--- config.mk ---
export PLATFORM = sky130hd
export DESIGN_NAME = counting_semaphore_table_unit
export DESIGN_NICKNAME = d
export VERILOG_FILES = /design/src/sv/csem_pkg.sv /design/src/sv/csem_ffs.sv /design/src/sv/counting_semaphore_table_unit.sv
export SDC_FILE = /design/constraint.sdc
export NUM_CORES = 2
export LEC_CHECK = 0
export BUFFER_PORTS_ARGS = -buffer_cell sky130_fd_sc_hd__buf_2
export CAP_MARGIN = 5
export CORE_ASPECT_RATIO = 0.7
export CORE_MARGIN = 5
export CORE_UTILIZATION = 55
export CTS_CLUSTER_DIAMETER = 50
export CTS_CLUSTER_SIZE = 14
export DETAILED_ROUTE_END_ITERATION = 16
export GPL_TIMING_DRIVEN = 0
export PLACE_DENSITY = 0.71
export RECOVER_POWER = 25
export SLEW_MARGIN = 5
export SYNTH_ARGS = -nofsm -noshare
export SYNTH_HDL_FRONTEND = slang
export SYNTH_SLANG_ARGS = --single-unit
--- constraint.sdc ---
create_clock -name clk -period 7.5 [get_ports clk]
set_clock_uncertainty 0.2 [all_clocks]
set_input_delay 2.25 -clock clk [delete_from_list [all_inputs] [get_ports clk]]
set_output_delay 2.25 -clock clk [all_outputs]
set_load 0.03 [all_outputs]
--- src/sv/csem_pkg.sv ---
// ----------------------------------------------------------------------------
// Counting semaphore table package
// Field widths, operation and status codes, and sequencer states for the
// semaphore table; its checker and testbench import the package as well.
// ----------------------------------------------------------------------------
`timescale 1ns / 1ps
`default_nettype none

package csem_pkg;

  localparam int OP_W      = 2;
  localparam int PROC_ID_W = 6;
  localparam int SEM_ID_W  = 4;
  localparam int VALUE_W   = 16;
  localparam int REF_W     = 8;
  localparam int STATUS_W  = 3;

  localparam logic [REF_W-1:0]   REF_MAX   = '1;
  localparam logic [VALUE_W-1:0] VALUE_MAX = '1;

  typedef enum logic [OP_W-1:0] {
    OP_GET  = 2'd0,
    OP_FREE = 2'd1,
    OP_DOWN = 2'd2,
    OP_UP   = 2'd3
  } op_t;

  typedef enum logic [STATUS_W-1:0] {
    ST_OK         = 3'd0,
    ST_NOT_IN_USE = 3'd1,
    ST_NO_SLOT    = 3'd2,
    ST_FULL       = 3'd3,
    ST_BAD_ID     = 3'd4,
    ST_NOT_HELD   = 3'd5,
    ST_BLOCK      = 3'd6,
    ST_REF_FULL   = 3'd7
  } status_t;

  typedef enum logic [1:0] {
    S_IDLE = 2'd0,
    S_READ = 2'd1,
    S_EXEC = 2'd2
  } state_t;

endpackage

`default_nettype wire

--- src/sv/csem_ffs.sv ---
// ----------------------------------------------------------------------------
// Find first set
// Priority encoder: reports whether any request bit is set and the index of
// the lowest one.
// ----------------------------------------------------------------------------
`timescale 1ns / 1ps
`default_nettype none

module csem_ffs #(
  parameter int N = 16
) (
  input  logic [N-1:0]                       req,
  output logic                               found,
  output logic [((N > 1) ? $clog2(N) : 1)-1:0] idx
);

  localparam int IDX_W = (N > 1) ? $clog2(N) : 1;

  always_comb begin
    found = 1'b0;
    idx   = '0;
    for (int i = N - 1; i >= 0; i--) begin
      if (req[i]) begin
        found = 1'b1;
        idx   = IDX_W'(i);
      end
    end
  end

endmodule

`default_nettype wire

--- src/sv/counting_semaphore_table_unit.sv ---
// ----------------------------------------------------------------------------
// Counting semaphore table unit
// Bank of counting semaphores with reference counts and per-process holder
// slots, kept in two synchronous memories.
//
// Usage:
//   Request channel (in_valid/in_ready) carries op, proc_id, sem_id, create
//   and init_value. Response channel (out_valid/out_ready) returns status,
//   sem_index and wake, exactly one response per request, in order.
//   One request is processed at a time: accept, read both memories, then
//   modify and write back while loading the response register. in_ready
//   returns at the same edge that raises out_valid, so a new request is
//   taken only once the last one has passed its read and write-back
//   states.
//   A new request is taken while a response still waits; it stalls in its
//   write-back cycle until the waiting response is taken, so a stalled
//   receiver holds the response stable and blocks at most one request.
//   Reset clears all entries to free and all holder slots to empty at once
//   through per-entry and per-process valid bits; the unit accepts a
//   request in the first cycle after reset.
// ----------------------------------------------------------------------------
`timescale 1ns / 1ps
`default_nettype none

module counting_semaphore_table_unit #(
  parameter int NUM_SEMS       = 16,
  parameter int SLOTS_PER_PROC = 8,
  parameter int NUM_PROCS      = 64
) (
  input  logic                          clk,
  input  logic                          rst,
  input  logic                          in_valid,
  output logic                          in_ready,
  input  logic [csem_pkg::OP_W-1:0]     op,
  input  logic [csem_pkg::PROC_ID_W-1:0] proc_id,
  input  logic [csem_pkg::SEM_ID_W-1:0] sem_id,
  input  logic                          create,
  input  logic [csem_pkg::VALUE_W-1:0]  init_value,
  output logic                          out_valid,
  input  logic                          out_ready,
  output logic [csem_pkg::STATUS_W-1:0] status,
  output logic [csem_pkg::SEM_ID_W-1:0] sem_index,
  output logic                          wake
);

  import csem_pkg::*;

  localparam int SEM_W  = (NUM_SEMS > 1) ? $clog2(NUM_SEMS) : 1;
  localparam int PROC_W = (NUM_PROCS > 1) ? $clog2(NUM_PROCS) : 1;
  localparam int SLOT_W = (SLOTS_PER_PROC > 1) ? $clog2(SLOTS_PER_PROC) : 1;
  localparam int ROW_W  = SLOTS_PER_PROC * (1 + SEM_W);
  localparam int WORD_W = REF_W + VALUE_W;

  state_t state, state_next;

  op_t                  req_op;
  logic [PROC_ID_W-1:0] req_proc;
  logic [SEM_ID_W-1:0]  req_sid;
  logic                 req_create;
  logic [VALUE_W-1:0]   req_init;

  logic             free_any, free_any_c;
  logic [SEM_W-1:0] free_idx, free_idx_c;

  logic [NUM_SEMS-1:0]  in_use;
  logic [NUM_PROCS-1:0] row_init;

  logic [WORD_W-1:0] sem_mem [NUM_SEMS];
  logic [ROW_W-1:0]  row_mem [NUM_PROCS];

  logic [WORD_W-1:0] sem_q;
  logic [ROW_W-1:0]  row_q;
  logic              row_ok;
  logic              use_ok;
  logic [SEM_W-1:0]  sem_addr;
  logic [PROC_W-1:0] proc_addr;

  logic             is_create;
  logic             sid_ok;
  logic             proc_ok;
  logic [SEM_W-1:0] rd_sem_addr;
  logic             ex_go;

  logic [SLOTS_PER_PROC-1:0]            rv, new_rv, match;
  logic [SLOTS_PER_PROC-1:0][SEM_W-1:0] rs, new_rs;
  logic                                 slot_found, match_found;
  logic [SLOT_W-1:0]                    slot_idx, match_idx;

  logic [REF_W-1:0]   cur_ref;
  logic [VALUE_W-1:0] cur_val;

  status_t           st_c;
  logic [SEM_ID_W-1:0] idx_c;
  logic              wake_c;
  logic              sem_we, row_we, use_set, use_clr;
  logic [WORD_W-1:0] sem_wdata;
  logic [ROW_W-1:0]  row_wdata;

  csem_ffs #(.N(NUM_SEMS)) u_free (
    .req   (~in_use),
    .found (free_any_c),
    .idx   (free_idx_c)
  );

  csem_ffs #(.N(SLOTS_PER_PROC)) u_slot (
    .req   (~rv),
    .found (slot_found),
    .idx   (slot_idx)
  );

  csem_ffs #(.N(SLOTS_PER_PROC)) u_match (
    .req   (match),
    .found (match_found),
    .idx   (match_idx)
  );

  assign is_create   = (req_op == OP_GET) && req_create;
  assign sid_ok      = 32'(req_sid) < NUM_SEMS;
  assign proc_ok     = 32'(req_proc) < NUM_PROCS;
  assign rd_sem_addr = is_create ? free_idx : SEM_W'(req_sid);

  always_ff @(posedge clk) begin
    if (rst) begin
      state <= S_IDLE;
    end else begin
      state <= state_next;
    end
  end

  always_comb begin
    state_next = state;
    in_ready   = 1'b0;
    ex_go      = 1'b0;
    unique case (state)
      S_IDLE: begin
        in_ready = 1'b1;
        if (in_valid) begin
          state_next = S_READ;
        end
      end
      S_READ: begin
        state_next = S_EXEC;
      end
      S_EXEC: begin
        ex_go = !out_valid || out_ready;
        if (ex_go) begin
          state_next = S_IDLE;
        end
      end
      default: begin
        state_next = S_IDLE;
      end
    endcase
  end

  always_ff @(posedge clk) begin
    if (in_valid && in_ready) begin
      req_op     <= op_t'(op);
      req_proc   <= proc_id;
      req_sid    <= sem_id;
      req_create <= create;
      req_init   <= init_value;
      free_any   <= free_any_c;
      free_idx   <= free_idx_c;
    end
    if (state == S_READ) begin
      sem_addr  <= rd_sem_addr;
      proc_addr <= PROC_W'(req_proc);
      row_ok    <= proc_ok ? row_init[PROC_W'(req_proc)] : 1'b0;
      use_ok    <= sid_ok ? in_use[SEM_W'(req_sid)] : 1'b0;
    end
  end

  always_ff @(posedge clk) begin
    if (ex_go && sem_we) begin
      sem_mem[sem_addr] <= sem_wdata;
    end
    if (state == S_READ) begin
      sem_q <= sem_mem[rd_sem_addr];
    end
  end

  always_ff @(posedge clk) begin
    if (ex_go && row_we) begin
      row_mem[proc_addr] <= row_wdata;
    end
    if (state == S_READ) begin
      row_q <= row_mem[PROC_W'(req_proc)];
    end
  end

  assign rv      = row_q[SLOTS_PER_PROC-1:0] & {SLOTS_PER_PROC{row_ok}};
  assign rs      = row_q[ROW_W-1:SLOTS_PER_PROC];
  assign cur_ref = sem_q[WORD_W-1:VALUE_W];
  assign cur_val = sem_q[VALUE_W-1:0];

  always_comb begin
    for (int i = 0; i < SLOTS_PER_PROC; i++) begin
      match[i] = rv[i] && (rs[i] == sem_addr);
    end
  end

  always_comb begin
    st_c      = ST_OK;
    idx_c     = req_sid;
    wake_c    = 1'b0;
    sem_we    = 1'b0;
    row_we    = 1'b0;
    use_set   = 1'b0;
    use_clr   = 1'b0;
    sem_wdata = sem_q;
    new_rv    = rv;
    new_rs    = rs;
    if (is_create) begin
      if (!free_any) begin
        st_c = ST_FULL;
      end else if (!proc_ok || !slot_found) begin
        st_c = ST_NO_SLOT;
      end else begin
        sem_we           = 1'b1;
        sem_wdata        = {REF_W'(1), req_init};
        new_rv[slot_idx] = 1'b1;
        new_rs[slot_idx] = sem_addr;
        row_we           = 1'b1;
        use_set          = 1'b1;
        idx_c            = SEM_ID_W'(sem_addr);
      end
    end else if (!sid_ok) begin
      st_c = ST_BAD_ID;
    end else if (!use_ok) begin
      st_c = ST_NOT_IN_USE;
    end else begin
      case (req_op)
        OP_GET: begin
          if (cur_ref == REF_MAX) begin
            st_c = ST_REF_FULL;
          end else begin
            sem_we    = 1'b1;
            sem_wdata = {cur_ref + REF_W'(1), cur_val};
          end
        end
        OP_FREE: begin
          if (!match_found) begin
            st_c = ST_NOT_HELD;
          end else begin
            sem_we            = 1'b1;
            sem_wdata         = {cur_ref - REF_W'(1), cur_val};
            new_rv[match_idx] = 1'b0;
            row_we            = 1'b1;
            use_clr           = (cur_ref == REF_W'(1));
          end
        end
        OP_DOWN: begin
          if (cur_val == '0) begin
            st_c = ST_BLOCK;
          end else begin
            sem_we    = 1'b1;
            sem_wdata = {cur_ref, cur_val - VALUE_W'(1)};
          end
        end
        OP_UP: begin
          if (cur_val != VALUE_MAX) begin
            sem_we    = 1'b1;
            sem_wdata = {cur_ref, cur_val + VALUE_W'(1)};
            wake_c    = (cur_val == '0);
          end
        end
        default: begin
          st_c = ST_OK;
        end
      endcase
    end
    row_wdata = {new_rs, new_rv};
  end

  always_ff @(posedge clk) begin
    if (rst) begin
      in_use   <= '0;
      row_init <= '0;
    end else if (ex_go) begin
      if (use_set) begin
        in_use[sem_addr] <= 1'b1;
      end
      if (use_clr) begin
        in_use[sem_addr] <= 1'b0;
      end
      if (row_we) begin
        row_init[proc_addr] <= 1'b1;
      end
    end
  end

  always_ff @(posedge clk) begin
    if (rst) begin
      out_valid <= 1'b0;
    end else if (ex_go) begin
      out_valid <= 1'b1;
    end else if (out_ready) begin
      out_valid <= 1'b0;
    end
  end

  always_ff @(posedge clk) begin
    if (ex_go) begin
      status    <= st_c;
      sem_index <= idx_c;
      wake      <= wake_c;
    end
  end

endmodule

`default_nettype wire

======== After elaboration in Yosys (flattened, before gate mapping) ========
Memories as Yosys holds them, arrays and structs flattened. A register that Yosys moved wholly into a read port is not among the register bits.
Cells that the tools add are included.
W data, S select, Z words.
word-level totals
  register bits after elaboration ......... 137
  memory bits (writable) .................. 2944
  logic and storage cells ................. 222
  memories kept ........................... 2
cells by class
  $add $sub $neg .......................... 4
  order comparisons ....................... 10
  equal/unequal tests ..................... 18
  mux-type cells .......................... 125
  bitwise gates (word level) .............. 13
  reductions and logical operators ........ 29
memories
  name     depth  width  rd ports  clocked after Yosys merged registers in  write ports  line                                 source
  row_mem  64     40     1         1                                        1            counting_semaphore_table_unit.sv:69  logic [ROW_W-1:0] row_mem [NUM_PROCS];
  sem_mem  16     24     1         1                                        1            counting_semaphore_table_unit.sv:68  logic [WORD_W-1:0] sem_mem [NUM_SEMS];
operators with widths
  operator                 count
  $mux W24                 6
  $mux W16                 6
  $mux W32                 3
  $pmux W24 S4             1
  $mux W3                  25
  $or A64 B64 Y64          1
  $mux W4                  13
  $mux W1                  48
  $mux W8                  6
  $bwmux W32               1
  $eq A4 B4 Y1             8
  $not A16 Y16             2
  $add A16 B1 Y16 const B  1
  $and A16 B16 Y16         1
  $and A8 B8 Y8            2
  $logic_and A1 B1 Y1      16
  $logic_not A16 Y1        1
  $ne A16 B16 Y1 const B   1
  $not A8 Y8               2
  $or A16 B16 Y16          1
  $sub A16 B1 Y16 const B  1
  $reduce_or A15 Y1        1
  $lt A6 B7 Y1 const B     2
  $demux W4 S3             1
  31 further kinds         49

======== Logic depth before layout (Yosys ltp) ========
  word-level depth ........................ 20
  mapped depth ............................ 12
  mapped depth without buffers ............ 9

======== Hierarchy ========
From an unflattened synthesis, not the netlist that was laid out.
second synthesis, totals
  cells, all modules ...................... 5910
  area total of the unflattened synthesis .. 121507.8 µm²
by module, submodules not included
  module                         times used  cells an instance  area an instance (µm²)  seq. area each (µm²)
  counting_semaphore_table_unit  1           5851               121168.7                93609.8
  csem_ffs at u_free             1           33                 178.9                   0.0
  csem_ffs at u_match ...        2           13                 80.1                    0.0

======== Worst setup path before layout ========
No wires, ideal clock.
  path type ............................... input port to flip-flop
  from .................................... input out_ready
  to ...................................... memory row_mem[28][0] in the netlist's numbering (enable)
  data arrival time ....................... 5.996 ns
  data required time ...................... 6.813 ns
  path slack .............................. 0.816 ns
  stages .................................. 6
  path through ............................ nand2b_1 nand2_1 nor2_1 o211ai_2 buf_2 nor3_1
between the ends
  cells in the longest elaborated chain, start to end .. 5
ends and longest elaborated chain
  what                           line                                  source
  start, declared                counting_semaphore_table_unit.sv:40   input logic out_ready,
  $logic_or A1 B1 Y1             counting_semaphore_table_unit.sv:145  ex_go = !out_valid || out_ready;
  $mux W1                        counting_semaphore_table_unit.sv:134  unique case (state)
  $logic_and A1 B1 Y1            counting_semaphore_table_unit.sv:184  if (ex_go && row_we) begin
  $mux W1                        counting_semaphore_table_unit.sv:184
  $mux W1 (implied by the code)  counting_semaphore_table_unit.sv:185  row_mem[proc_addr] <= row_wdata;
  end, declared                  counting_semaphore_table_unit.sv:69
No other way between the ends.

======== Worst setup path after layout ========
  from .................................... register sem_addr[3]
  to ...................................... memory sem_mem[15][8] in the netlist's numbering (enable)
between the ends
  cells in the longest elaborated chain, start to end .. 17
  elaborated cells on any way between the ends .. 31
  classes of those cells .................. eq/ne (8); mux (14); reduce/logical (9)
ends and longest elaborated chain
  what                           line                                  source
  start, declared                counting_semaphore_table_unit.sv:75   logic [SEM_W-1:0] sem_addr;
  start signal, assigned         counting_semaphore_table_unit.sv:167  sem_addr <= rd_sem_addr;
  $eq A4 B4 Y1                   counting_semaphore_table_unit.sv:199  match[i] = rv[i] && (rs[i] == sem_addr);
  $logic_and A1 B1 Y1            counting_semaphore_table_unit.sv:199
  $mux W1 (8 in series)          csem_ffs.sv:23                        if (req[i]) begin
  $mux W1                        counting_semaphore_table_unit.sv:243  if (!match_found) begin
  $pmux W1 S4                    counting_semaphore_table_unit.sv:233  case (req_op)
  $mux W1                        counting_semaphore_table_unit.sv:230  end else if (!use_ok) begin
  $mux W1                        counting_semaphore_table_unit.sv:214  if (is_create) begin
  $logic_and A1 B1 Y1            counting_semaphore_table_unit.sv:175  if (ex_go && sem_we) begin
  $mux W1                        counting_semaphore_table_unit.sv:175
  $mux W1 (implied by the code)  counting_semaphore_table_unit.sv:176  sem_mem[sem_addr] <= sem_wdata;
  end, declared                  counting_semaphore_table_unit.sv:68
Parallel ways exist; a longest one is shown, timed or not.

==> flow_metrics.py <==
metrics = {
    "route": {
        "drt-total-wl_mm": 320.2,
        "drtIter0Drc": 10430,
        "drc": 0,
        "postRouteAntennaNets": 0,
        "firstDrtPassIters": 9,
        "wl_per_cell_um": 33.98,
        "routed_via_density": 6.778,
        "vias": 63870,
    },
    "synth": {
        "synth.mux.area_fraction_pct": 16.39,
        "syn_area_per_cell_um2": 20.90,
        "synth_seq_area_share_pct": 76.41,
        "netlist_top_cells_count": "edfxtp_1, mux4_2, nand2_1",
        "synth_top_cell_by_area": "edfxtp_1",
        "synth_most_common_cell": "edfxtp_1",
        "syn-num-nets": 5900,
        "synth-compound-area-share_pct": 1.596,
        "synth_top_area_share_pct": 75.06,
        "synth-simple-area-share_pct": 3.891,
        "synthTopCellsByArea": "edfxtp_1, mux4_2, nand2_1",
        "synth_top_family_by_area": "multiplexers",
        "ys_warn_count": 0,
        "syn_area_mm2": 0.1225,
        "synthArstFlopShare_pct": 0,
        "ys.flop_type": "edfxtp_1",
        "synth-edff-count": 3062,
        "synth_seq_cells": 3145,
        "netlist_instances": 5862,
        "synth_fa_ha_area_share_pct": 0.05107,
        "ys_types": 70,
        "synth_xor_area_share_pct": 0.2502,
    },
    "power": {
        "peakVddDrop_v": 0.0002225,
        "p_per_area_mw_per_mm2": 250.3,
        "leakagePower_nw": 42.55,
    },
    "clock_tree": {
        "path_clk_slew_ps": 70,
        "cts_buffers": 270,
        "cts_tree": "yes",
        "cts_max_level": 5,
        "postCtsHoldBufs": 0,
        "cts.sinks": 3145,
        "cts-resized-gates": 0,
        "cts-root-buf": "clkbuf_16",
        "clk_path_buf_depth": 4,
        "cts_setup_buffers": 0,
        "clk_latency_ps": 860,
    },
    "floorplan": {
        "rows": 145,
        "die_width_um": 574.1,
        "core_mm2": 0.2224,
        "die_area_mm2": 0.2324,
        "floorplan.initialDensity_pct": 55.08,
        "die_h_um": 404.9,
        "io_pins": 43,
    },
    "final_layout": {
        "finish.utilization_pct": 61.71,
        "area_delta_synth_final_pct": 12.04,
        "fin_cells": 9423,
        "drive_gt1_share_pct": 25.02,
        "nFillCells": 14890,
        "layout.nets": 6445,
    },
    "setup_path": {
        "critPathRequiredTime_ps": 7880,
        "cp-start-kind": "flop",
        "path_class": "reg2reg",
        "endpoint_kind": "flop",
        "r2r-start": "sem_addr[3]$_DFFE_PN_",
        "timing.rr.end": "sem_mem[15][8]$_DFFE_PP_",
        "crit_arrival_ps": 6990,
        "path_max_fanout": 10,
        "rrSetupSlack_ps": 890,
        "ff2ff_path_depth": 10,
    },
    "hold_path": {
        "hp-class": "reg2reg",
        "holdPathEnd": "row_init[30]$_SDFFE_PP0P_",
        "worstHoldPathCells": 2,
        "hold_path_startpoint": "row_init[30]$_SDFFE_PP0P_",
    },
    "timing": {
        "relSlewSlack_pct": -91.36,
        "setup_tns_ps": 0,
        "hold-worst-slack_ps": 272.6,
        "period_minus_slack_ps": 6609,
        "fmax_mhz": 151.3,
        "rsz0062_at_grt": "false",
        "finalSetupViolations": 0,
        "timing.final.crit_share_pct": 88.12,
        "hold_viol": 0,
        "drv_slew": 1073,
        "max_slew.worst_pin.slew_ps": 2859,
    },
    "global_route": {
        "grt_pass1_wl_mm": 454.2,
        "grtUsageTotal_pct": 27.37,
        "antenna_found_initial": 28,
        "first_global_vias": 61700,
        "grt_start_max_net_pins": 65,
        "overflow": 0,
    },
    "placed_design": {
        "hpwl_mm": 217.1,
        "place.gp.congestion": 0.9402,
        "placedCellCount": 9069,
        "port_buffers": 42,
    },
    "job": {
        "drv_cap": 25,
    },
    "outcome": {
        "violations": "max-capacitance violations, max-slew violations",
        "status": "finished, violations left",
    },
}
-- placed cells by master (no fill, tap or decap), drive strengths merged, types with 11 or more instances in the layout --
cell type,instances
o22ai,71
buf,363
nor2b,17
xor2,19
clkbuf,569
a311oi,51
mux2,41
mux4,861
nor4,19
nand2,496
and3,31
dfxtp,83
o211ai,13
a21oi,19
nor3,91
nand3,225
inv,97
edfxtp,3062
o21ai,23
nor2,112
a31oi,38
and2,11
xnor2,16
mux2i,22
-- worst max path at each step --
stage	to	startpoint	slack (ps)
after floorplan	row_mem[28][0]$_DFFE_PP_	out_ready	820
after global placement	row_mem[30][17]$_DFFE_PP_	out_ready	-3730
after detailed placement	row_mem[0][25]$_DFFE_PP_	out_ready	1500
after CTS	row_q[4]$_DFFE_PN_	req_proc[0]$_DFFE_PP_	2030
after global routing	row_mem[27][5]$_DFFE_PP_	req_op[1]$_DFFE_PP_	980
final	sem_mem[15][8]$_DFFE_PP_	sem_addr[3]$_DFFE_PN_	890
-- flip-flops by register name, indices dropped and copies added, names as in the netlist, 2 cells and up --
| name | flops |
|---|---|
| row_mem | 2560 |
| req_op | 2 |
| req_proc | 6 |
| sem_mem | 384 |
| req_init | 16 |
| in_use | 16 |
| proc_addr | 6 |
| sem_addr | 4 |
| req_sid | 4 |
| row_init | 64 |
| sem_q | 24 |
| sem_index | 4 |
| status | 3 |
| free_idx | 4 |
| row_q | 40 |
| state | 2 |
-- cell families after synthesis --
family                   count (synthesis)
flip-flops                            3145
AND/OR/NAND/NOR                       1055
multiplexers                           924
buffers and inverters                  426
AO/OA/AOI/OAI                          272
XOR/XNOR                                35
adder cells (fa/ha/maj)                  5
-- power breakdown --
group / switching [mW] / internal (mW) / leakage (nW)
Clock: 5.96 / 6.71 / 3.58
Sequential: 0.0429 / 19.4 / 28.3
Combinational: 1.47 / 0.755 / 10.7
Total: 7.48 / 26.9 / 42.5
-- routing by layer --
layer  GRT usage, %  vias to the layer above  part of all wire, %
li1               -                    25240                    -
met1          41.19                    33530                   39
met2          39.74                     4485                   44
met3          8.392                      605                   14
met4          6.788                        4                  2.8
met5         0.6408                        -                0.071
-- worst max-delay path, cell delays in order, from the launching register on --
cell and delay, ps:
edfxtp_1 370, buf_4 220, xor2_1 480, nor3_1 140, and3_1 270, nor4_1 1760
nand2_1 810, o31ai_2 1230, nor3_2 350, buf_4 320, buf_6 170
-- cell type report --
cell class	count	area, um2	area share [%]
flip-flops and latches	3145	93610	68.20
multi-input cells	2291	27720	20.20
clock buffers	318	7107	5.178
well taps	2940	3679	2.680
repair buffers	273	3156	2.299
plain buffers	341	1410	1.027
inverters	85	319.1	0.2325
clock inverters	23	231.5	0.1686
diodes	7	17.52	0.01276
-- through the flow --
step	cell area, um2	power (mW)	setup slack (ps)
2_1_floorplan	122500	21.13	816.4
3_3_place_gp	126400	21.95	-3730
3_5_place_dp	130200	22.03	1501
4_1_cts	137500	34.43	2027
5_1_grt	137200	35.29	984.1
6_report	137300	34.36	891.4
(Power assumes the default switching activity.)
